### src/psts_pkg.sv
package psts_pkg;

	localparam int TableEntriesDefault = 64;
	localparam int SymW   = 32;
	localparam int TimeW  = 48;
	localparam int VolW   = 20;
	localparam int PriceW = 20;
	localparam int VSumW  = 32;
	localparam int WSumW  = 52;
	localparam int QueueDepth = 2;

	typedef struct packed {
		logic [SymW-1:0]   symbol_code;
		logic [TimeW-1:0]  trade_time;
		logic [VolW-1:0]   trade_volume;
		logic [PriceW-1:0] trade_price;
	} trade_t;

	typedef struct packed {
		logic              table_full;
		logic              is_new_symbol;
		logic [TimeW-1:0]  largest_gap;
		logic [VSumW-1:0]  volume_total;
		logic [PriceW-1:0] average_price;
		logic [PriceW-1:0] highest_price;
		logic              total_overflow;
	} stats_t;

endpackage

### src/psts_front.sv
module psts_front (
	input  logic                clk,
	input  logic                arst_n,
	input  logic                in_valid,
	output logic                in_ready,
	input  psts_pkg::trade_t    in_trade,
	output logic                q_valid,
	input  logic                q_ready,
	output psts_pkg::trade_t    q_trade
);

	localparam int Depth = psts_pkg::QueueDepth;

	psts_pkg::trade_t mem_q [Depth];
	logic             wr_q;
	logic             rd_q;
	logic [1:0]       cnt_q;

	assign in_ready = (cnt_q != 2'(Depth));
	assign q_valid  = (cnt_q != 2'd0);
	assign q_trade  = mem_q[rd_q];

	always_ff @(posedge clk) begin
		if (in_valid && in_ready) begin
			mem_q[wr_q] <= in_trade;
		end
	end

	always_ff @(posedge clk or negedge arst_n) begin
		if (!arst_n) begin
			wr_q  <= 1'b0;
			rd_q  <= 1'b0;
			cnt_q <= 2'd0;
		end else begin
			if (in_valid && in_ready) begin
				wr_q <= ~wr_q;
			end
			if (q_valid && q_ready) begin
				rd_q <= ~rd_q;
			end
			cnt_q <= cnt_q + 2'(in_valid && in_ready) - 2'(q_valid && q_ready);
		end
	end

endmodule

### config.mk
export PLATFORM = sky130hd
export DESIGN_NAME = psts_front
export DESIGN_NICKNAME = d
export VERILOG_FILES = /design/src/psts_pkg.sv /design/src/psts_front.sv
export SDC_FILE = /design/constraint.sdc
export NUM_CORES = 1
export LEC_CHECK = 0
export CAP_MARGIN = 10
export CORE_MARGIN = 2
export CORE_UTILIZATION = 55
export CTS_BUF_LIST = sky130_fd_sc_hd__clkbuf_8
export CTS_CLUSTER_DIAMETER = 200
export DETAILED_ROUTE_END_ITERATION = 10
export DONT_BUFFER_PORTS = 1
export PLACE_DENSITY = 0.7
export SLEW_MARGIN = 15
export SYNTH_ARGS = -nofsm -noshare
export SYNTH_HDL_FRONTEND = slang
export SYNTH_SLANG_ARGS = --single-unit
### constraint.sdc
create_clock -name clk -period 7.7 [get_ports clk]
set_input_delay 0.77 -clock clk [delete_from_list [all_inputs] [get_ports clk]]
set_output_delay 0.77 -clock clk [all_outputs]
set_load 0.1 [all_outputs]
Word level (Yosys, flattened, before mapping)
Memory sizes are Yosys's and may differ from the RTL's.
Cells that the tools add are included.
- $add $sub $neg: 2
- eq/ne operators: 1
- mux-type cells: 2
- bitwise logic cells: 2
- reductions and logical operators: 3
- operators with widths (operator ; count):
    2-bit by 1-bit adder with 2-bit output ; 1
    1-bit logical AND ; 2
    1-bit 2-to-1 mux ; 2
    2-bit inequality test (second input constant) ; 1
    1-bit NOT ; 2
    2-bit nonzero test ; 1
    2-bit by 1-bit subtractor with 2-bit output ; 1
- register bits after elaboration: 4
- bits in writable memories: 240
- input bits: 124
- output and inout bits: 122
- word-level logic and storage cells: 14
- memories: 1
- memories (memory ; depth ; width ; rd ports ; clocked after Yosys merged registers in ; wr ports ; RTL line ; text):
    mem_q ; 2 ; 120 ; 1 ; 0 ; 1 ; psts_front.sv:14 ; psts_pkg::trade_t mem_q [Depth];

Logic depth before layout (Yosys ltp)
Gate-level depths: netlist (run 1).
- depth in word-level cells: 4
- depth in mapped cells: 7
- gate-level depth less buffers: 7

Least setup slack after synthesis (run 1)
Ideal clock, no wire load.
- path type: reg2reg
- start: register cnt_q[0]
- end: memory mem_q[0][0] (netlist bit) (enable)
- setup time: 601 ps
- data arrival time: 6432 ps
- required time: 7099 ps
- setup slack: 667 ps
- stages on the path, launching flop included: 4
- buffers on the path: 0
- clock period less this slack: 7033 ps
- path through: dfrtp_1 -> nand2b_1 -> nand2_1 -> nor2_1
- word-level cells in the longest chain between the ends: 4
- RTL lines (element ; RTL line ; text):
    start: declaration ; psts_front.sv:17 ; logic [1:0] cnt_q;
    start signal: assignment ; psts_front.sv:41 ; cnt_q <= cnt_q + 2'(in_valid && in_ready) - 2'(q_valid && q_ready);
    2-bit inequality test ; psts_front.sv:19 ; assign in_ready = (cnt_q != 2'(Depth));
    named net in_ready ; psts_front.sv:5 ; output logic in_ready,
    1-bit logical AND ; psts_front.sv:24 ; if (in_valid && in_ready) begin
    1-bit 2-to-1 mux ; psts_front.sv:24 ;
    1-bit 2-to-1 mux (implied by the code) ; psts_front.sv:25 ; mem_q[wr_q] <= in_trade;
    end: declaration ; psts_front.sv:14 ;
The timed path passes the listed nets, and every way through them passes these cells.

==> results of run 1 <==
## cells in the mapped netlist
| cell | count | share of area |
|---|---|---|
| xor2_1 | 1 | 0.00099 |
| buf_6 | 9 | 0.011 |
| dfrtp_1 | 4 | 0.011 |
| nand2_1 | 1 | 0.00042 |
| nand2b_1 | 1 | 0.00071 |
| buf_2 | 3 | 0.0017 |
| and3_1 | 1 | 0.00071 |
| buf_4 | 1 | 0.00085 |
| or2_2 | 1 | 0.00071 |
| xnor2_1 | 3 | 0.0030 |
| mux2_2 | 120 | 0.15 |
| ha_1 | 2 | 0.0028 |
| edfxtp_1 | 240 | 0.81 |
| and2_1 | 1 | 0.00071 |
| inv_1 | 1 | 0.00042 |
| nor2_1 | 1 | 0.00042 |
## how the worst min path moves through the flow
stage,cells after the start,from,slack [ns],end
floorplan,1,wr_q,0.46,wr_q
global placement,0,arst_n,0.47,cnt_q[0]
detailed placement,0,arst_n,0.47,cnt_q[1]
CTS,0,in_trade[99],0.31,mem_q[0][99]
global route,0,in_trade[59],0.31,mem_q[0][59]
finish,0,in_trade[83],0.35,mem_q[0][83]
## cell type report
class,count,share of cell area
timing repair buffer,5,0.004059
tap,216,0.02740
sequential,244,0.7412
clock inverter,29,0.02207
inverter,1,0.0003806
multi-input combinational,132,0.1477
clock buffer,41,0.05721
## cell usage in the layout, fill, tap and decap left out, types with 2 or more instances in the layout
| master | netlist | layout |
|---|---|---|
| mux2_2 | 120 | 120 |
| dfrtp_1 | 4 | 3 |
| edfxtp_1 | 240 | 240 |
| clkinv_1 | 0 | 11 |
| inv_1 | 1 | 12 |
| clkbuf_8 | 0 | 41 |
| ha_1 | 2 | 2 |
| clkinv_2 | 0 | 3 |
| xnor2_1 | 3 | 3 |
| buf_4 | 1 | 4 |
| bufinv_16 | 0 | 4 |
## timing repair
| item | in CTS | in global routing |
|---|---|---|
| buffers inserted | 0 | 0 |
| hold buffers | 1 | 0 |
| hold endpoints to repair | 4 | 0 |
| resized for setup | 0 | 0 |
## state kept, by name, summed over array words and instances, names as in the netlist
name   cells
mem_q    240
cnt_q      2
rd_q       1
wr_q       1
## logic make-up after synthesis
logic type               synth area share
XOR/XNOR                         0.003947
adder cells (fa/ha/maj)          0.002818
buffers and inverters             0.01437
flip-flops                         0.8230
multiplexers                       0.1522
AND/OR/NAND/NOR                  0.003665
## metrics by stage
step	hold WS (ns)	area (um2)	setup slack, ns
2_1_floorplan	0.4608	8879	0.6672
3_3_place_gp	0.4746	9071	4.441
3_5_place_dp	0.4746	9071	4.387
4_1_cts	0.3099	9863	3.886
5_1_grt	0.3095	9863	3.791
6_report	0.3531	9863	4.005
## per-layer routing
layer  vias to the layer above  share of wire
met2                       197           0.50
met4                         0          0.024
met1                      1804           0.32
li1                       1620              -
met5                         -              0
met3                        25           0.16
==> metrics.md, run 1 <==
| Metric | Value |
|---|---|
| Drt via density | `5.458` |
| WL/cell | `21.91 um` |
| FP Rows | `46` |
| Detailed-route DRC error count | `0` |
| First drt pass iteration count | `4` |
| GRT Overall Usage | `0.1608` |
| Met1 Use GR | `0.1567` |
| Global Route met3 Usage | `0.1002` |
| Initial core utilization | `0.5609` |
| Relative slew slack | `0.2679` |
| CTS clk-pin slew, worst paths | `0.06 ns` |
| GRT Max-Usage Layer | `met2` |
| Area Overhead vs Synth | `11.09%` |
| Drt total wl | `14.64 mm` |
| #FFs+latches synth | `244` |
| Final ANT Viol Nets | `0` |
| Cells after DPL | `597` |
| Critical path depth | `2` |
| Fmax | `0.2707 GHz` |
| Period minus WS final | `3.695 ns` |
| Reg area | `0.007311 mm2` |
| Non-Filler Instances | `668` |
| Area of the core | `0.01583 mm2` |
| Antenna violations before repair | `0` |
| Die Ht | `131.1 um` |
| Worst-margin pin slew | `1.098 ns` |
| Via count | `3,646` |
| Count of input and output buffers | `0` |
| Fillers | `1,117` |
| Htree depth | `2` |
| Max clock buf depth | `3` |
| Final Hold Fails | `0` |
| # Max-Cap Violations | `0` |
| Critical Path End Type | `primary output` |
| CP Launch Point | `rd_q` |
| First-pass GRT wire length | `20.05 mm` |
| Setup TNS | `0 ns` |
| CTS Root Cell | `clkbuf_8` |
| Hold Crit Class | `primary input to flop` |
| Mean post-synth cell area | `22.77 um2` |
| Num ports | `246` |
| Worst path required time | `6.93 ns` |
| Slew Limit Fails | `0` |
| Clock Sinks | `244` |
| FF-to-FF Start | `cnt_q[0]` |
| Last element of the critical path | `q_trade[71]` |
| DIE AREA | `0.01718 mm2` |
| Die Width | `131.1 um` |
| Skew final | `0.009201 ns` |
| Grt ovf | `0` |
| Post-Syn Nets | `516` |
| # diodes | `0` |
| Worst Path Class, Setup | `flop to primary output` |
| CP startpoint kind | `flop` |
| DRT iter0 DRCs | `174` |
| Crit-path cells | `buf_4 > mux2_2` |
| Mapped Area | `0.008879 mm2` |
| CP peak stage delay | `0.94 ns` |
| WP data arrival | `2.92 ns` |
| CP top delay family | `flip-flops` |
| Number of global-route vias before repair | `3,729` |
| Worst-path fanout max | `61` |
| Synth cell types | `16` |
| Met2 track demand over resource | `0.2688` |
| Fraction of layout cells with a size suffix above 1 | `0.3894` |
| Final-report setup violation count | `0` |
| Skew-Pair Late Insertion Delay | `0.51 ns` |
| Worst reg2reg path depth | `3` |
| Tcrit/Tclk final | `0.4798` |
| Worst Path Buf+Inv | `1` |
| Hpwl dp | `9.421 mm` |
| YS warnings | `0` |
| Post-synthesis sequential area ratio | `0.8230` |
| Synth Instances | `390` |
| Nets | `549` |
| Final Util | `0.6232` |
| Placer Congestion | `0.7267` |
| Worst reg-to-reg setup slack | `4.42 ns` |
| Status | `complete, no violations` |
| Multi-input logic area | `0.001456 mm2` |
| End of the worst register-to-register path | `mem_q[1][28]` |
| CTS tree | `done` |
| CTS Buf Count | `39` |
| Slowest library cell on the worst path | `dfrtp_4` |
| Largest net degree at the start of global routing | `63` |
| RSZ-0062 raised after global routing | `false` |
Power of run 1 is not shown: default switching activity piles up to over one toggle a cycle in this logic, so the estimate is an artifact.
==> run 2: changes to the inputs <==
clock period = 3.7 ns   (was 7.7 ns; I/O delays follow)
==> run 2 against run 1 <==
Compared with the run above:
- register-to-register slack got worse by 2.9 ns
- clock-buffer cell count up 1
- sequential share of layout area fell by 8.0 points
- global-route usage up 2.4 points
- hold slack lost 0.24 ns
- non-clock buffer count rose by 123
- cell area is 12% higher
- critical path type unchanged
- largest cell class unchanged
- highest routed layer unchanged
==> metrics.md, run 2 (same netlist as run 1, synthesis figures left out) <==
| Metric | Value |
|---|---|
| Last element of the critical path | `q_trade[114]` |
| Worst reg-to-reg setup slack | `1.52 ns` |
| Largest reg by FF count | `mem_q` |
| DRT iter0 DRCs | `202` |
| Hold Crit Class | `primary input to flop` |
| Final-report setup violation count | `0` |
| Grt ovf | `0` |
| Die Width | `131.1 um` |
| DIE AREA | `0.01718 mm2` |
| First-pass GRT wire length | `23.36 mm` |
| Finished Cell Area | `0.01106 mm2` |
| Post-DP Area | `0.009119 mm2` |
| CTS Root Cell | `clkbuf_8` |
| Clock Sinks | `244` |
| Skew-Pair Late Insertion Delay | `0.52 ns` |
| Drt via density | `5.272` |
| Final Hold Fails | `0` |
| # resized after CTS | `0` |
| Die Ht | `131.1 um` |
| Worst Path Class, Setup | `flop to primary output` |
| Setup TNS | `0 ns` |
| Worst-margin pin slew | `0.8425 ns` |
| FP Rows | `46` |
| Detailed-route DRC error count | `0` |
| Via count | `4,165` |
| Final ANT Viol Nets | `0` |
| GRT Overall Usage | `0.1848` |
| Largest net degree at the start of global routing | `71` |
| Slew Limit Fails | `0` |
| Worst reg2reg path depth | `5` |
| Number of global-route vias before repair | `4,392` |
| Fmax | `0.3520 GHz` |
| Placer Congestion | `0.6977` |
| Most frequent cells in the layout | `edfxtp_1, dlygate4sd3_1, mux2_2` |
| WL/cell | `20.87 um` |
| Relative slew slack | `0.4383` |
| CP startpoint kind | `flop` |
| Period minus WS final | `2.841 ns` |
| CTS clk-pin slew, worst paths | `0.05 ns` |
| Area Overhead vs Synth | `24.52%` |
| Tcrit/Tclk final | `0.7677` |
| Antenna violations before repair | `0` |
| First drt pass iteration count | `4` |
| Initial core utilization | `0.5609` |
| Worst path required time | `3.33 ns` |
| Nets | `672` |
| Htree depth | `2` |
| Max reg flops | `240` |
| Critical Path End Type | `primary output` |
| Num ports | `246` |
| CTS tree | `done` |
| End of the worst register-to-register path | `mem_q[0][57]` |
| Count of input and output buffers | `0` |
| # Max-Cap Violations | `0` |
| RSZ-0062 raised after global routing | `false` |
| CP Launch Point | `rd_q` |
| Max clock buf depth | `3` |
| WP data arrival | `2.47 ns` |
| Final Util | `0.6985` |
| Status | `complete, no violations` |
| Largest regs | `mem_q x240, cnt_q x2` |
| Fraction of layout cells with a size suffix above 1 | `0.3188` |
| Skew final | `0.01335 ns` |
| FF-to-FF Start | `cnt_q[1]` |
| CTS Buf Count | `39` |
| Worst-path fanout max | `41` |
| Most common cell after layout, fill and taps aside | `edfxtp_1` |
| Area of the core | `0.01583 mm2` |
| Drt total wl | `16.49 mm` |
| # diodes | `0` |
-- run 2: cell count changes in the layout (fill, tap and decap cells not counted), sizes merged, moves of 2 or more --
cell,change
bufinv,-3
inv,-2
clkinvlp,+2
buf,+3
dlygate4sd3,+120
-- run 2: final cells by class --
class,count,area (um2)
multi-input combinational,132,1456
inverter,1,3.754
sequential,244,7311
clock buffer,42,578.1
tap,216,270.3
fill,967,4772
timing repair buffer,128,1289
clock inverter,27,147.6
-- run 2: worst min-delay path by stage --
stage	startpoint	end	slack, ns	depth (start not counted)
final	q_ready	rd_q	0.11	2
after global routing	q_ready	rd_q	0.10	2
after floorplan	arst_n	cnt_q[0]	0.07	0
after detailed placement	arst_n	cnt_q[0]	0.07	0
after global placement	arst_n	wr_q	0.07	0
after CTS	q_ready	rd_q	0.08	2
-- run 2: layer usage --
metal	global-route usage	vias up	share of wire
met1	0.2057	2082	0.36
met5	0	-	0
met3	0.06209	31	0.086
met4	0.07697	0	0.020
met2	0.3261	180	0.54
li1	-	1872	-
-- run 2: through the flow --
step           setup slack (ns)  hold WS [ns]  instances
4_1_cts                  0.8061       0.07995        790
5_1_grt                  0.7105        0.1048        790
2_1_floorplan           0.01150       0.07441        390
6_report                 0.8594        0.1143        790
3_5_place_dp              1.358       0.07465        600
3_3_place_gp              1.402       0.07462        600
-- run 2: worst max-delay path, cell delays in order, from the launching register on --
cell	delay (ns)
dfrtp_4	0.79
buf_4	0.53
mux2_2	0.62
-- run 2: what timing repair did --
action                     4_1_cts  5_1_grt
setup endpoints to repair        0        0
hold buffers                   121        0
buffers inserted                 0        0
hold endpoints to repair       244        0
Power of run 2 is left out for the same reason.
==> run 3: changes to the inputs <==
PLACE_DENSITY = 0.73   (was 0.7)
clock period = 2.3 ns   (was 3.7 ns; I/O delays follow)
==> run 3 against run 2 <==
Compared with the run above:
- clock-buffer cell count is 1 lower
- critical endpoint is now q_trade[22]
- global-route usage is 0.30 points higher
- register-to-register slack worse by 1.1 ns
- non-clock buffer count is 9 higher
- wire length is 1.8% higher
- via count is 1.1% higher
- final cell count is 0.76% higher
- sequential share of layout area is 0.70 points lower
- critical path depth stayed put
- clock skew is 0.0010 ns lower
- die area stayed put
==> metrics.md, run 3 (same netlist as run 1, synthesis figures left out) <==
| Metric | Value |
|---|---|
| Number of global-route vias before repair | `4,600` |
| Worst Path Class, Setup | `flop to primary output` |
| CTS Buf Count | `39` |
| Worst-path fanout max | `15` |
| Antenna violations before repair | `0` |
| PnR worst setup slack | `0.1229 ns` |
| Slew Limit Fails | `0` |
| HP Start | `in_valid` |
| Die Ht | `131.1 um` |
| Grt ovf | `0` |
| End of the worst register-to-register path | `cnt_q[1]` |
| GRT Overall Usage | `0.1878` |
| Detailed-route DRC error count | `0` |
| Hold Path Depth | `1` |
| Max clock buf depth | `3` |
| Initial core utilization | `0.5609` |
| # Max-Cap Violations | `0` |
| Final hold slack | `0.1839 ns` |
| Skew-Pair Late Insertion Delay | `0.50 ns` |
| Fraction of layout cells with a size suffix above 1 | `0.3178` |
| Fmax | `0.4593 GHz` |
| Nets | `681` |
| Final Hold Fails | `0` |
| CTS clk-pin slew, worst paths | `0.06 ns` |
| Non-Filler Instances | `796` |
| Tcrit/Tclk final | `0.9466` |
| Final ANT Viol Nets | `0` |
| Skew final | `0.01231 ns` |
| First drt pass iteration count | `7` |
| WL/cell | `21.09 um` |
| Most common cell after layout, fill and taps aside | `edfxtp_1` |
| Cells after DPL | `605` |
| Drt total wl | `16.79 mm` |
| Hold Crit Class | `primary input to flop` |
| Hold EP | `mem_q[1][117]` |
| Most frequent cells in the layout | `edfxtp_1, dlygate4sd3_1, mux2_2` |
| Critical Path End Type | `primary output` |
| # resized after CTS | `0` |
| CTS tree | `done` |
| RSZ-0062 raised after global routing | `false` |
| Relative slew slack | `0.6300` |
| Hpwl dp | `9.753 mm` |
| Count of input and output buffers | `0` |
| Fillers | `950` |
| Drt via density | `5.291` |
| Final Util | `0.7059` |
| First-pass GRT wire length | `23.98 mm` |
| Area Overhead vs Synth | `25.85%` |
| Final-report setup violation count | `0` |
| Placer Congestion | `0.7574` |
| Die Width | `131.1 um` |
| Area of the core | `0.01583 mm2` |
| CTS Root Cell | `clkbuf_8` |
| FF-to-FF Start | `cnt_q[1]` |
| Clock Sinks | `244` |
| Period minus WS final | `2.177 ns` |
| CP startpoint kind | `flop` |
| Worst-margin pin slew | `0.5575 ns` |
| Worst reg-to-reg setup slack | `0.39 ns` |
| Largest regs | `mem_q x240, cnt_q x2` |
| Worst path required time | `2.07 ns` |
| Largest reg by FF count | `mem_q` |
| Largest net degree at the start of global routing | `63` |
| Num ports | `246` |
| WP data arrival | `1.95 ns` |
| Htree depth | `2` |
| Via count | `4,212` |
| Max reg flops | `240` |
| Worst reg2reg path depth | `7` |
| FP Rows | `46` |
| DIE AREA | `0.01718 mm2` |
| Status | `complete, no violations` |
| DRT iter0 DRCs | `285` |
| Placement Setup Slack | `0.4336 ns` |
## run 3: final cells by class
type / count / area, um2 / area share
tap: 216 / 270.3 / 0.02419
inverter: 1 / 3.754 / 0.0003359
multi-input combinational: 132 / 1471 / 0.1317
clock buffer: 41 / 564.3 / 0.05050
sequential: 244 / 7311 / 0.6543
timing repair buffer: 137 / 1430 / 0.1280
clock inverter: 24 / 120.1 / 0.01075
antenna: 1 / 2.502 / 0.0002240
## run 3: what timing repair did
item                       4_1_cts  5_1_grt
setup buffers                    1        0
hold buffers                   124        0
hold endpoints to repair       246        0
setup endpoints to repair       74        0
## run 3: how the worst max path moves through the flow
stage / from / to / slack, ns / cells after the start
2_1_floorplan: cnt_q[1] / mem_q[0][0] / -0.72 / 3
3_3_place_gp: cnt_q[1] / cnt_q[1] / 0.54 / 7
3_5_place_dp: cnt_q[1] / cnt_q[1] / 0.43 / 7
4_1_cts: rd_q / q_trade[28] / 0.08 / 2
5_1_grt: rd_q / q_trade[22] / 0.04 / 2
6_report: rd_q / q_trade[22] / 0.12 / 2
## run 3: worst max-delay path, stage by stage (launching register included)
cell	delay, ns
dfrtp_4	0.56
buf_4	0.28
mux2_2	0.59
## run 3: metrics by stage
| stage | TNS [ns] | area [um2] |
|---|---|---|
| after floorplan | -135.66 | 8902 |
| final | 0 | 11170 |
| after global placement | 0 | 9234 |
| after global routing | 0 | 11170 |
| after CTS | 0 | 11170 |
| after detailed placement | 0 | 9234 |
## run 3: layer usage
metal  routed length, um  share of wire  up-vias  track usage
li1                    -              -     1884            -
met1                5821           0.35     2110       0.1931
met2                9165           0.55      184       0.3462
met3                1400          0.083       34      0.06088
met4                 403          0.024        0      0.08636
met5                   0              0        -            0
Power of run 3 is left out for the same reason.
